[src/hw/rtl/command_controlled_gated_counter_assert.svh]
// ---------------------------------------------------------------------------
// Assertion macros for the command controlled gated counter
// Concurrent checks on i_clk, disabled while i_rst_n is low.
// ---------------------------------------------------------------------------
`ifndef COMMAND_CONTROLLED_GATED_COUNTER_ASSERT_SVH
`define COMMAND_CONTROLLED_GATED_COUNTER_ASSERT_SVH

`ifndef SYNTH

// same-cycle implication
`define CCGC_ASSERT_IMPLIES(lbl, ante, cons) \
    lbl: assert property (@(posedge i_clk) disable iff (!i_rst_n) (ante) |-> (cons)) \
        else $error("ccgc: same-cycle check failed");

// next-cycle implication
`define CCGC_ASSERT_NEXT(lbl, ante, cons) \
    lbl: assert property (@(posedge i_clk) disable iff (!i_rst_n) (ante) |=> (cons)) \
        else $error("ccgc: next-cycle check failed");

`else

`define CCGC_ASSERT_IMPLIES(lbl, ante, cons)
`define CCGC_ASSERT_NEXT(lbl, ante, cons)

`endif

`endif

[src/hw/rtl/ccgc_pkg.sv]
// ---------------------------------------------------------------------------
// ccgc_pkg
// Shared types and constants of the command controlled gated counter.
// ---------------------------------------------------------------------------
package ccgc_pkg;

    localparam int LINE_MAX = 30;
    localparam int LEN_W    = $clog2(LINE_MAX + 1);

    // item opcodes
    localparam logic [1:0] OP_BYTE = 2'd0;
    localparam logic [1:0] OP_TICK = 2'd1;
    localparam logic [1:0] OP_EDGE = 2'd2;

    // three-letter commands, first character in the top byte
    localparam logic [23:0] CMD_AKW = 24'h414B57;
    localparam logic [23:0] CMD_SEL = 24'h53454C;
    localparam logic [23:0] CMD_CNF = 24'h434E46;

    localparam logic [7:0] CH_NEWLINE = 8'h0A;
    localparam logic [7:0] CH_SPACE   = 8'h20;
    localparam logic [7:0] CH_TAB     = 8'h09;
    localparam logic [7:0] CH_CR      = 8'h0D;
    localparam logic [7:0] CH_MINUS   = 8'h2D;
    localparam logic [7:0] CH_PLUS    = 8'h2B;
    localparam logic [7:0] CH_ZERO    = 8'h30;
    localparam logic [7:0] CH_NINE    = 8'h39;

    localparam logic [31:0] VAL_CLAMP  = 32'h8000_0000;
    localparam logic [31:0] VAL_SMAX   = 32'h7FFF_FFFF;
    localparam logic [31:0] CNF_LIMIT  = 32'd11;
    localparam logic [31:0] CNF_2R_MIN = 32'd5;
    localparam logic [3:0]  SEL_FLIP   = 4'h8;

    typedef enum logic [2:0] {
        KIND_COUNT      = 3'd0,
        KIND_SELECT     = 3'd1,
        KIND_FLAGS      = 3'd2,
        KIND_BAD_CMD    = 3'd3,
        KIND_OVER_RANGE = 3'd4,
        KIND_TOO_LONG   = 3'd5
    } t_kind;

    typedef struct packed {
        logic [1:0] op;
        logic [7:0] rx_byte;
    } t_item;

    typedef struct packed {
        t_kind       kind;
        logic [31:0] pulse_total;
        logic [3:0]  channel_select;
        logic        enable_2r;
        logic        low_rate;
    } t_result;

endpackage

[src/hw/rtl/ccgc_engine.sv]
// ---------------------------------------------------------------------------
// ccgc_engine
// Line parser, command decode and gated edge counter. Computes the result of
// one item from the current state and commits the new state on i_advance.
// ---------------------------------------------------------------------------
module ccgc_engine (
    input  logic               i_clk,
    input  logic               i_rst_n,
    input  logic               i_advance,
    input  ccgc_pkg::t_item    i_item,
    output logic               o_has_result,
    output ccgc_pkg::t_result  o_result
);

    typedef enum logic [1:0] {
        PH_SKIP   = 2'd0,
        PH_DIGITS = 2'd1,
        PH_DONE   = 2'd2
    } t_phase;

    logic [23:0]                r_prefix,   n_prefix;
    logic [ccgc_pkg::LEN_W-1:0] r_len,      n_len;
    t_phase                     r_phase,    n_phase;
    logic                       r_neg,      n_neg;
    logic [31:0]                r_val,      n_val;
    logic                       r_acq,      n_acq;
    logic [31:0]                r_elapsed,  n_elapsed;
    logic [31:0]                r_window,   n_window;
    logic [31:0]                r_pulse,    n_pulse;
    logic                       r_warned,   n_warned;

    logic [7:0]  w_c;
    logic        w_is_space;
    logic        w_is_digit;
    logic [34:0] w_acc;
    logic [31:0] w_tick_next;
    logic [31:0] w_value;
    logic        w_take_digit;

    assign w_c         = i_item.rx_byte;
    assign w_is_space  = (w_c == ccgc_pkg::CH_SPACE) ||
                         ((w_c >= ccgc_pkg::CH_TAB) && (w_c <= ccgc_pkg::CH_CR));
    assign w_is_digit  = (w_c >= ccgc_pkg::CH_ZERO) && (w_c <= ccgc_pkg::CH_NINE);
    // value * 10 + digit, shifts and adds in one 35-bit sum
    assign w_acc       = ({3'b000, r_val} << 3) + ({3'b000, r_val} << 1) +
                         {27'd0, w_c - ccgc_pkg::CH_ZERO};
    assign w_tick_next = r_elapsed + 32'd1;

    // signed value of the number as a two's complement pattern
    always_comb begin
        if (r_neg) begin
            w_value = 32'd0 - r_val;
        end else if (r_val[31]) begin
            w_value = ccgc_pkg::VAL_SMAX;
        end else begin
            w_value = r_val;
        end
    end

    always_comb begin
        n_prefix     = r_prefix;
        n_len        = r_len;
        n_phase      = r_phase;
        n_neg        = r_neg;
        n_val        = r_val;
        n_acq        = r_acq;
        n_elapsed    = r_elapsed;
        n_window     = r_window;
        n_pulse      = r_pulse;
        n_warned     = r_warned;
        w_take_digit = 1'b0;
        o_has_result = 1'b0;
        o_result     = '0;

        unique case (i_item.op)
            ccgc_pkg::OP_TICK: begin
                if (r_acq) begin
                    n_elapsed = w_tick_next;
                    if (w_tick_next >= r_window) begin
                        n_acq                = 1'b0;
                        n_pulse              = 32'd0;
                        o_has_result         = 1'b1;
                        o_result.kind        = ccgc_pkg::KIND_COUNT;
                        o_result.pulse_total = r_pulse;
                    end
                end
            end
            ccgc_pkg::OP_EDGE: begin
                if (r_acq) begin
                    n_pulse = r_pulse + 32'd1;
                end
            end
            ccgc_pkg::OP_BYTE: begin
                if (!r_acq) begin
                    if (w_c == ccgc_pkg::CH_NEWLINE) begin
                        n_prefix     = '0;
                        n_len        = '0;
                        n_phase      = PH_SKIP;
                        n_neg        = 1'b0;
                        n_val        = '0;
                        n_warned     = 1'b0;
                        o_has_result = 1'b1;
                        priority if (r_prefix == ccgc_pkg::CMD_AKW) begin
                            n_window  = w_value;
                            n_elapsed = 32'd0;
                            n_pulse   = 32'd0;
                            if (w_value == 32'd0) begin
                                o_result.kind = ccgc_pkg::KIND_COUNT;
                            end else begin
                                n_acq        = 1'b1;
                                o_has_result = 1'b0;
                            end
                        end else if (r_prefix == ccgc_pkg::CMD_SEL) begin
                            o_result.kind           = ccgc_pkg::KIND_SELECT;
                            o_result.channel_select = w_value[3:0] ^ ccgc_pkg::SEL_FLIP;
                        end else if (r_prefix == ccgc_pkg::CMD_CNF) begin
                            if ($signed(w_value) > $signed(ccgc_pkg::CNF_LIMIT)) begin
                                o_result.kind = ccgc_pkg::KIND_OVER_RANGE;
                            end else begin
                                o_result.kind      = ccgc_pkg::KIND_FLAGS;
                                o_result.enable_2r =
                                    $signed(w_value) > $signed(ccgc_pkg::CNF_2R_MIN);
                                o_result.low_rate  = w_value[0];
                            end
                        end else begin
                            o_result.kind = ccgc_pkg::KIND_BAD_CMD;
                        end
                    end else if (r_len >= ccgc_pkg::LEN_W'(ccgc_pkg::LINE_MAX)) begin
                        // overlong line: warn once, drop the rest
                        if (!r_warned) begin
                            n_warned      = 1'b1;
                            o_has_result  = 1'b1;
                            o_result.kind = ccgc_pkg::KIND_TOO_LONG;
                        end
                    end else begin
                        n_len = r_len + ccgc_pkg::LEN_W'(1);
                        if (r_len < ccgc_pkg::LEN_W'(3)) begin
                            unique case (r_len[1:0])
                                2'd0:    n_prefix[23:16] = r_prefix[23:16] | w_c;
                                2'd1:    n_prefix[15:8]  = r_prefix[15:8]  | w_c;
                                default: n_prefix[7:0]   = r_prefix[7:0]   | w_c;
                            endcase
                        end else begin
                            unique case (r_phase)
                                PH_SKIP: begin
                                    if (!w_is_space) begin
                                        n_phase = PH_DIGITS;
                                        if (w_c == ccgc_pkg::CH_MINUS) begin
                                            n_neg = 1'b1;
                                        end else if (w_c != ccgc_pkg::CH_PLUS) begin
                                            w_take_digit = 1'b1;
                                        end
                                    end
                                end
                                PH_DIGITS: w_take_digit = 1'b1;
                                default:   ;
                            endcase
                            if (w_take_digit) begin
                                if (w_is_digit) begin
                                    n_val = (w_acc > {3'b000, ccgc_pkg::VAL_CLAMP}) ?
                                            ccgc_pkg::VAL_CLAMP : w_acc[31:0];
                                end else begin
                                    n_phase = PH_DONE;
                                end
                            end
                        end
                    end
                end
            end
            default: ;
        endcase
    end

    always_ff @(posedge i_clk) begin
        if (!i_rst_n) begin
            r_prefix  <= '0;
            r_len     <= '0;
            r_phase   <= PH_SKIP;
            r_neg     <= 1'b0;
            r_val     <= '0;
            r_acq     <= 1'b0;
            r_elapsed <= '0;
            r_window  <= '0;
            r_pulse   <= '0;
            r_warned  <= 1'b0;
        end else if (i_advance) begin
            r_prefix  <= n_prefix;
            r_len     <= n_len;
            r_phase   <= n_phase;
            r_neg     <= n_neg;
            r_val     <= n_val;
            r_acq     <= n_acq;
            r_elapsed <= n_elapsed;
            r_window  <= n_window;
            r_pulse   <= n_pulse;
            r_warned  <= n_warned;
        end
    end

endmodule

[src/hw/rtl/command_controlled_gated_counter.sv]
// Items pass the input register; results enter the output queue.
// Throughput: one item per cycle when o_stall is low; the input register,
//   the single-pass engine and a two-entry output queue (result register
//   plus skid) set it.
// o_stall rises only while the output queue is full and an item is waiting.
// Reset (synchronous, active low) clears the line, window and counters.
// ---------------------------------------------------------------------------
// command_controlled_gated_counter
// Decodes serial command lines and counts pulse edges over a tick window.
// ---------------------------------------------------------------------------
module command_controlled_gated_counter (
    input  logic        i_clk,
    input  logic        i_rst_n,
    input  logic        i_valid,
    output logic        o_stall,
    input  logic [1:0]  i_op,
    input  logic [7:0]  i_rx_byte,
    output logic        o_valid,
    input  logic        i_stall,
    output logic [2:0]  o_kind,
    output logic [31:0] o_pulse_total,
    output logic [3:0]  o_channel_select,
    output logic        o_enable_2r,
    output logic        o_low_rate
);

`include "command_controlled_gated_counter_assert.svh"

    logic               r_in_valid;
    ccgc_pkg::t_item    r_in;
    logic               r_out_valid;
    ccgc_pkg::t_result  r_out;
    logic               r_skid_valid;
    ccgc_pkg::t_result  r_skid;

    logic               w_advance;
    logic               w_pop;
    logic               w_has_result;
    logic               w_push;
    logic               w_load_out;
    logic               w_load_skid;
    ccgc_pkg::t_result  w_result;

    assign w_advance   = r_in_valid && !r_skid_valid;
    assign o_stall     = r_in_valid && r_skid_valid;
    assign w_pop       = r_out_valid && !i_stall;
    assign w_push      = w_advance && w_has_result;
    assign w_load_out  = w_pop || !r_out_valid;
    assign w_load_skid = r_out_valid && !w_pop && w_push;

    ccgc_engine u_engine (
        .i_clk        (i_clk),
        .i_rst_n      (i_rst_n),
        .i_advance    (w_advance),
        .i_item       (r_in),
        .o_has_result (w_has_result),
        .o_result     (w_result)
    );

    always_ff @(posedge i_clk) begin
        if (!i_rst_n) begin
            r_in_valid   <= 1'b0;
            r_out_valid  <= 1'b0;
            r_skid_valid <= 1'b0;
        end else begin
            if (!o_stall) begin
                r_in_valid <= i_valid;
            end
            if (w_load_out) begin
                r_out_valid <= r_skid_valid || w_push;
            end
            if (w_load_skid) begin
                r_skid_valid <= 1'b1;
            end else if (w_pop) begin
                r_skid_valid <= 1'b0;
            end
        end
    end

    // payload, no reset
    always_ff @(posedge i_clk) begin
        if (!o_stall) begin
            r_in.op      <= i_op;
            r_in.rx_byte <= i_rx_byte;
        end
        if (w_load_out) begin
            r_out <= r_skid_valid ? r_skid : w_result;
        end
        if (w_load_skid) begin
            r_skid <= w_result;
        end
    end

    assign o_valid          = r_out_valid;
    assign o_kind           = r_out.kind;
    assign o_pulse_total    = r_out.pulse_total;
    assign o_channel_select = r_out.channel_select;
    assign o_enable_2r      = r_out.enable_2r;
    assign o_low_rate       = r_out.low_rate;

    // skid holds a result only behind a waiting result register
    `CCGC_ASSERT_IMPLIES(a_skid_behind_out, r_skid_valid, r_out_valid)
    // a transfer out of a full queue moves the skid entry forward
    `CCGC_ASSERT_NEXT(a_skid_drains, w_pop && r_skid_valid, r_out_valid && !r_skid_valid)
    // a new result behind a stalled result lands in the skid entry
    `CCGC_ASSERT_NEXT(a_push_to_skid, r_out_valid && i_stall && w_push, r_skid_valid)

endmodule
[config.mk]
export PLATFORM = sky130hd
export DESIGN_NAME = command_controlled_gated_counter
export DESIGN_NICKNAME = d
export VERILOG_FILES = /design/src/hw/rtl/ccgc_pkg.sv /design/src/hw/rtl/ccgc_engine.sv /design/src/hw/rtl/command_controlled_gated_counter.sv
export VERILOG_INCLUDE_DIRS = /design/src /design/src/hw/rtl
export SDC_FILE = /design/constraint.sdc
export NUM_CORES = 1
export LEC_CHECK = 0
export ABC_CLOCK_PERIOD_IN_PS = 7090
export BUFFER_PORTS_ARGS = -buffer_cell sky130_fd_sc_hd__buf_2
export CORE_ASPECT_RATIO = 0.6
export CORE_MARGIN = 1
export CORE_UTILIZATION = 55
export CTS_CLUSTER_DIAMETER = 50
export DETAILED_ROUTE_END_ITERATION = 16
export PLACE_DENSITY = 0.75
export SLEW_MARGIN = 20
export SYNTH_ARGS = -nofsm -noshare
export SYNTH_HDL_FRONTEND = slang
export SYNTH_SLANG_ARGS = --single-unit
[constraint.sdc]
create_clock -name i_clk -period 7.09 [get_ports i_clk]
set_input_delay 0.3545 -clock i_clk [delete_from_list [all_inputs] [get_ports i_clk]]
set_output_delay 0.3545 -clock i_clk [all_outputs]
set_load 0.02 [all_outputs]
==> run metrics, run 1 <==
number of DRC markers in iteration 0=1502; max-slew violation count=0; Core Region=0.02770 mm²; Final Hold Fails=0; most common cell after layout, fill and taps aside=nor2_1; Reg clk slew, reported paths=70 ps; I/O Buffers=56; synth warn=0; worst min-delay path category=input pin to flop; layout cells sized above 1=10.51%; Clock Latency Late Sink=around 570 ps; total global-route track usage=between 20% and 30%; Syn Nets=1929; Slew HR=a little under a third; CP Data Arrival Time=6180 ps; Die Wd=219.3 µm; Seq/Total Area, Yosys=a little under 40%; Placed Area=0.01612 mm²; RR Endpoint=u_engine.r_pulse[22]; Vias/cell=6.236; RSZ-0062 raised after global routing=no; full die area=0.02903 mm²; Distinct cells, synth=82; synthesized flop and latch total=257; Syn Area/Cell=8.622 µm²; area leader, netlist=dfxtp_1; vias post-DR=13790; CTS tree=yes; Synth top area share=21.20%; Post-Syn Area=0.01558 mm²; Critical Path Source Type=flop; area occupied by multi-input gates=0.008867 mm²; hold depth=2; WL per Instance=roughly 18 µm; maximum vdd drop=about 0.25 mV; # DRC=0; Post-synth EDFFs=92; H-tree depth=1; first-pass GRT wire length=66060 µm; max cap viols=0; row count=47; CTS Sinks=257; status=completed; final instance area=0.01718 mm²; post-synthesis mux area share=2.915%; Reg area=0.006070 mm²; gpl congestion=a little over 0.9; clk_skew=around 37 ps; worst r2r src=u_engine.r_elapsed[0]; max frequency=0.1742 GHz; Final Critical Period=5740 ps; flop2flop setup slack=between 1000 and 1500 ps; final net count=~2000; most frequent cells in the layout=nor2_1, nand2_1, dfxtp_1; final core occ=slightly above 60%; post-DP HPWL=about 29000 µm; worst setup path class=flop to flop; I/O pin count=57; CTS root buf=clkbuf_16; Setup TNS=0 ps; XOR/XNOR Fraction of Synth Area=4.497%; gr ovfl total=0; Post-Synth Adder-Cell Area=about 9%; CTS Buf Count=26; synthesis-to-layout area growth=10.29%; LEAKAGE=roughly 7 nW; maximum root-to-sink buffer count=3; largest family of logic cells by synthesized area=simple AND/OR/NAND/NOR gates; pwr dens=178.7 mW/mm²; Most used DFF post-synth=dfxtp_1; period utilisation layout=80.96%; hold path startpoint=i_valid; Initial Utilization=56.25%; Worst-Margin Slew=1015 ps; drt pass-1 iters=5; Final setup viols=0; async set-reset flop share out of synthesis=0%; Critical Path RT=7530 ps; FF-to-FF path depth=21; Synth Area in Compound Gates=between 15 and 20%; hold worst-path end=r_in_valid; CP Capture Type=flop; Die Y=132.4 µm; post-cts sizing count=0; Area contributors post-synth=dfxtp_1, edfxtp_1, ha_1; diodes inserted=0; vias in the first global route=12670; WL final=just over 40000 µm; largest net degree at the start of global routing=about 60; highest net fanout along the worst path=12; Filler cells=about 2300; ANT nets after route=0; initial antenna violation count=0; Simple-Gate Fraction of Synth Area=22.46%; Syn Inst Count=1807
[cell type report]
type / instances / share of cell area (%)
multi-input combinational: 1367 / 51.61
clock buffer: 36 / 4.828
tap: 367 / 2.672
timing repair buffer: 86 / 3.087
inverter: 87 / 1.901
sequential: 257 / 35.32
clock inverter: 12 / 0.5825
[worst max path at each step]
stage / startpoint / to / slack [ps]
detailed placement: u_engine.r_elapsed[0] / u_engine.r_pulse[12] / 1160
global placement: u_engine.r_elapsed[0] / u_engine.r_pulse[14] / 1470
global route: u_engine.r_elapsed[0] / u_engine.r_pulse[22] / 860
CTS: u_engine.r_elapsed[0] / u_engine.r_pulse[14] / 1090
finish: u_engine.r_elapsed[0] / u_engine.r_pulse[22] / 1350
floorplan: u_engine.r_elapsed[3] / r_skid[0] / 1140
[per-layer routing]
layer	vias to the layer above	global-route usage (%)	part of all wire [%]
met5	-	0	0
met4	0	5.131	1.3
met3	48	6.459	9.0
met2	555	39.15	40
met1	6589	43.04	49
li1	6601	-	-
[report_power, final]
part	internal (W)	switching, W	total, W
sequential	0.00152	0.00000974	0.00153
clock	0.000834	0.000641	0.00147
combinational	0.0000207	0.0000455	0.0000662
total	0.00238	0.000696	0.00307
[stage by stage]
stage	hold slack (ps)	power, W	worst slack, ps	std cells
global placement	442.9	0.001622	1471	2152
global route	39.77	0.003146	861.3	2212
CTS	35.55	0.003082	1088	2210
finish	49.79	0.003071	1350	2212
floorplan	428.0	0.001602	1136	1807
detailed placement	447.8	0.001624	1157	2152
[repair_timing]
item | CTS | global route
buffers inserted | 0 | 0
hold endpoints to repair | 10 | 0
hold buffers | 10 | 0
[synthesized netlist by cell type (6+ instances only)]
master / n
ha_1: 102
a21oi_1: 163
or3_1: 30
or2_2: 10
a31oi_1: 23
and2_1: 18
a211oi_1: 15
xnor2_1: 45
o21a_1: 11
a22o_1: 7
xor2_1: 35
nand4b_1: 8
mux2i_1: 6
edfxtp_1: 92
a21o_1: 24
or4_1: 10
nand2b_1: 11
nor2_1: 174
clkbuf_1: 88
inv_1: 86
nand3b_1: 6
nor2b_1: 14
nand3_1: 45
nor3_1: 47
o211ai_1: 19
fa_1: 6
o31ai_1: 15
nand4_1: 34
and4_1: 10
o21ai_0: 95
o22ai_1: 8
and3_1: 48
nor4_1: 22
nand2_1: 174
mux2_2: 34
dfxtp_1: 165
o31a_1: 6
o2111ai_1: 10
[logic make-up after synthesis]
family          after synthesis
simple gates                689
compound gates              449
flops                       257
buf+inv                     183
fa+ha+maj                   108
xor+xnor                     80
mux                          41
[worst max-delay path, stage by stage (launching register included)]
cell,delay (ps)
dfxtp_1,430
nand3_1,240
nor3b_1,630
nand2_1,220
nor3_1,470
nand3_1,270
nor3_1,580
nand3_1,190
xnor2_1,220
ha_1,280
a21o_1,160
a21oi_1,150
nor2b_1,60
o21ai_0,150
o21ai_0,140
o211ai_1,170
a21oi_1,80
buf_4,190
o211ai_1,490
buf_4,290
or4_1,140
a21oi_1,70
[registers in the layout, indices dropped and copies added, names as in the netlist]
| register | cells |
|---|---|
| r_skid | 41 |
| u_engine.r_elapsed | 32 |
| o_valid | 1 |
| r_in_valid | 1 |
| o_kind | 3 |
| u_engine.r_window | 32 |
| o_low_rate | 1 |
| r_in | 10 |
| o_pulse_total | 32 |
| u_engine.r_val | 32 |
| r_skid_valid | 1 |
| u_engine.r_neg | 1 |
| o_channel_select | 4 |
| o_enable_2r | 1 |
| u_engine.r_len | 5 |
| u_engine.r_prefix | 24 |
| u_engine.r_acq | 1 |
| u_engine.r_warned | 1 |
| u_engine.r_pulse | 32 |
| u_engine.r_phase | 2 |
Power figures use the tool's default switching activity.
==> run 2, diff against run 1 <==
--- a/config.mk
+++ b/config.mk
@@ -6,7 +6,7 @@
 export SDC_FILE = /design/constraint.sdc
 export NUM_CORES = 1
 export LEC_CHECK = 0
-export ABC_CLOCK_PERIOD_IN_PS = 7090
+export ABC_CLOCK_PERIOD_IN_PS = 4690
 export BUFFER_PORTS_ARGS = -buffer_cell sky130_fd_sc_hd__buf_2
 export CORE_ASPECT_RATIO = 0.6
 export CORE_MARGIN = 1
==> constraint.sdc (replaced) <==
create_clock -name i_clk -period 4.69 [get_ports i_clk]
set_input_delay 0.2345 -clock i_clk [delete_from_list [all_inputs] [get_ports i_clk]]
set_output_delay 0.2345 -clock i_clk [all_outputs]
set_load 0.02 [all_outputs]
==> run 2 against run 1 <==
Effect of this change:
- cell count increased by 1.6%
- critical path type unchanged
- clock skew decreased by 12 ps
- critical path depth decreased by 4
- utilization increased by 1.0 points
==> run metrics, run 2 (synthesized netlist as in run 1, its figures left out) <==
status=completed; drt pass-1 iters=8 (+3); total global-route track usage=28.98% (+1.1 points); maximum vdd drop=0.3816 mV (+52%); clk_skew=24.97 ps (-12.14 ps); Slew HR=39.64% (+7.9 points); post-DP HPWL=30950 µm (+6.4%); full die area=0.02903 mm² (unchanged); CP Capture Type=flop; WL final=42440 µm (+3.9%); Reg area=0.006076 mm² (+0.10%); GR peak layer=met1; highest net fanout along the worst path=21 (+9); # DRC=0 (unchanged); Post-Layout Cell Count=2248 (+1.6%); gpl congestion=0.9429 (+2.1%); area occupied by multi-input gates=0.008991 mm² (+1.4%); Reg with most FFs=r_skid; post-route worst setup slack=197.2 ps (-1153 ps); final net count=1985 (+2.0%); pre-CTS setup slack=-98.17 ps (-1255 ps); vias post-DR=14190 (+2.9%); diodes inserted=0 (unchanged); max frequency=0.2226 GHz (+28%); CTS root buf=clkbuf_16; layout cells sized above 1=12.87% (+2.4 points); Filler cells=2269 (-1.4%); Slowest Stage Delay on Critical Path=460 ps (-170 ps); initial antenna violation count=0 (unchanged); worst setup path class=flop to flop; ANT nets after route=0 (unchanged); Initial Utilization=56.25% (unchanged); Critical-path top delay cell=dfxtp_1; pwr dens=250.8 mW/mm² (+40%); most frequent cells in the layout=nand2_1, nor2_1, a21oi_1, dfxtp_1, ha_1; H-tree depth=1 (unchanged); I/O pin count=57 (unchanged); Clock Latency Late Sink=560 ps (about the same); worst-path cell chain=nand4_1, nor3b_2, nand2_1, nor3_4, nand2_1, xnor2_1, ha_1, a21o_1, a21o_1, a211oi_1, o21bai_1, a211o_1, a21oi_2, o21bai_2, buf_4, and3_1, mux2_2; final instance area=0.01747 mm² (+1.7%); WL per Instance=18.88 µm (+2.2%); routing usage on met2=40.36% (+1.2 points); Die Wd=219.3 µm (unchanged); CTS Buf Count=25 (-3.8%); most common cell after layout, fill and taps aside=nand2_1; gr ovfl total=0 (unchanged); maximum root-to-sink buffer count=3 (unchanged); Critical Path RT=5000 ps (-2530 ps); CTS tree=yes; grt met1 use=45.18% (+2.1 points); CP Data Arrival Time=4800 ps (-1380 ps); met3 Use GR=6.205% (-0.25 points); Critical Path Source Type=flop; vias in the first global route=12880 (+1.7%); Worst-Margin Slew=902.1 ps (-112.7 ps); Die Y=132.4 µm (unchanged); Buf/Inv on CP=1 (-1); period utilisation layout=95.79% (+15 points); Reg clk slew, reported paths=70 ps (about the same); final core occ=63.08% (+1.0 points); Final Hold Fails=0 (unchanged); max cap viols=0 (unchanged); number of DRC markers in iteration 0=1610 (+7.2%); Final setup viols=0 (unchanged); Vias/cell=6.311 (+1.2%); Cells after DPL=2187 (+1.6%); synthesis-to-layout area growth=12.13%; Final Critical Period=4493 ps (-1247 ps); row count=47 (unchanged); worst min-delay path category=input pin to flop; CTS Sinks=257 (unchanged); largest net degree at the start of global routing=64 (+8.5%); Placed Area=0.01648 mm² (+2.2%); first-pass GRT wire length=68080 µm (+3.1%); RSZ-0062 raised after global routing=yes; max-slew violation count=0 (unchanged); max reg flops=41 (unchanged); cell class contributing the biggest share of worst-path delay=compound AO/OA/AOI/OAI gates; I/O Buffers=56 (unchanged); LEAKAGE=7.213 nW (+2.3%); Core Region=0.02770 mm² (unchanged)
-- run 2: changes by cell type in the layout (fill, tap and decap cells not counted), moves of 3 or more --
cell	previous run	this run
nor2_2	0	3
nor3_1	45	42
o21ai_0	95	92
clkbuf_1	0	7
inv_6	4	1
buf_4	19	56
clkinv_1	0	4
clkbuf_16	31	25
dfxtp_1	164	161
-- run 2: layout make-up --
cell class	instances	area share, %
clock inverters	11	0.5515
repair buffers	125	4.820
inverters	87	1.869
clock buffers	34	3.889
multi-input cells	1367	51.46
well taps	367	2.628
flip-flops and latches	257	34.78
-- run 2: worst paths after layout --
path	startpoint	endpoint	slack (ps)	cells past startpoint
max	u_engine.r_elapsed[3]	o_pulse_total[13]	200	17
min	i_stall	r_skid_valid	50	3
min reg2reg	u_engine.r_window[12]	u_engine.r_window[12]	450	2
max reg2reg	u_engine.r_elapsed[3]	o_pulse_total[13]	200	17
-- run 2: timing repair --
action                                 in CTS  in global routing
setup endpoints to repair                  12                131
buffers inserted                            0                  5
hold buffers                               11                  0
endpoints found under the hold margin      11                  0
pin swaps                                   0                  4
resized for setup                           2                 13
-- run 2: per-stage QoR --
| step | setup TNS, ps | hold slack [ps] | power, W |
|---|---|---|---|
| 2_1_floorplan | 0 | 333.4 | 0.002423 |
| 3_3_place_gp | 0 | 412.6 | 0.002455 |
| 3_5_place_dp | -708.7 | 412.9 | 0.002458 |
| 4_1_cts | 0 | 15.76 | 0.004396 |
| 5_1_grt | -41.07 | 56.69 | 0.004498 |
| 6_report | 0 | 53.79 | 0.004381 |
-- run 2: where the power goes --
part | switching [W] | internal [W]
sequential | 0.0000133 | 0.00230
combinational | 0.0000723 | 0.0000368
clock | 0.000882 | 0.00108
total | 0.000968 | 0.00341
-- run 2: tightest hold or removal path: cells and delay by family --
family                 cells  cell delay (ps)
AOI/OAI and AO/OA          1               80
buffers and inverters      1              150
and+or+nand+nor            1               90
-- run 2: metal layers --
metal / vias up / part of all wire [%] / wire length [µm]
li1: 6688 / - / -
met1: 6805 / 48 / 20290
met2: 635 / 41 / 17300
met3: 60 / 9.9 / 4180
met4: 0 / 1.6 / 661
met5: - / 0 / 0
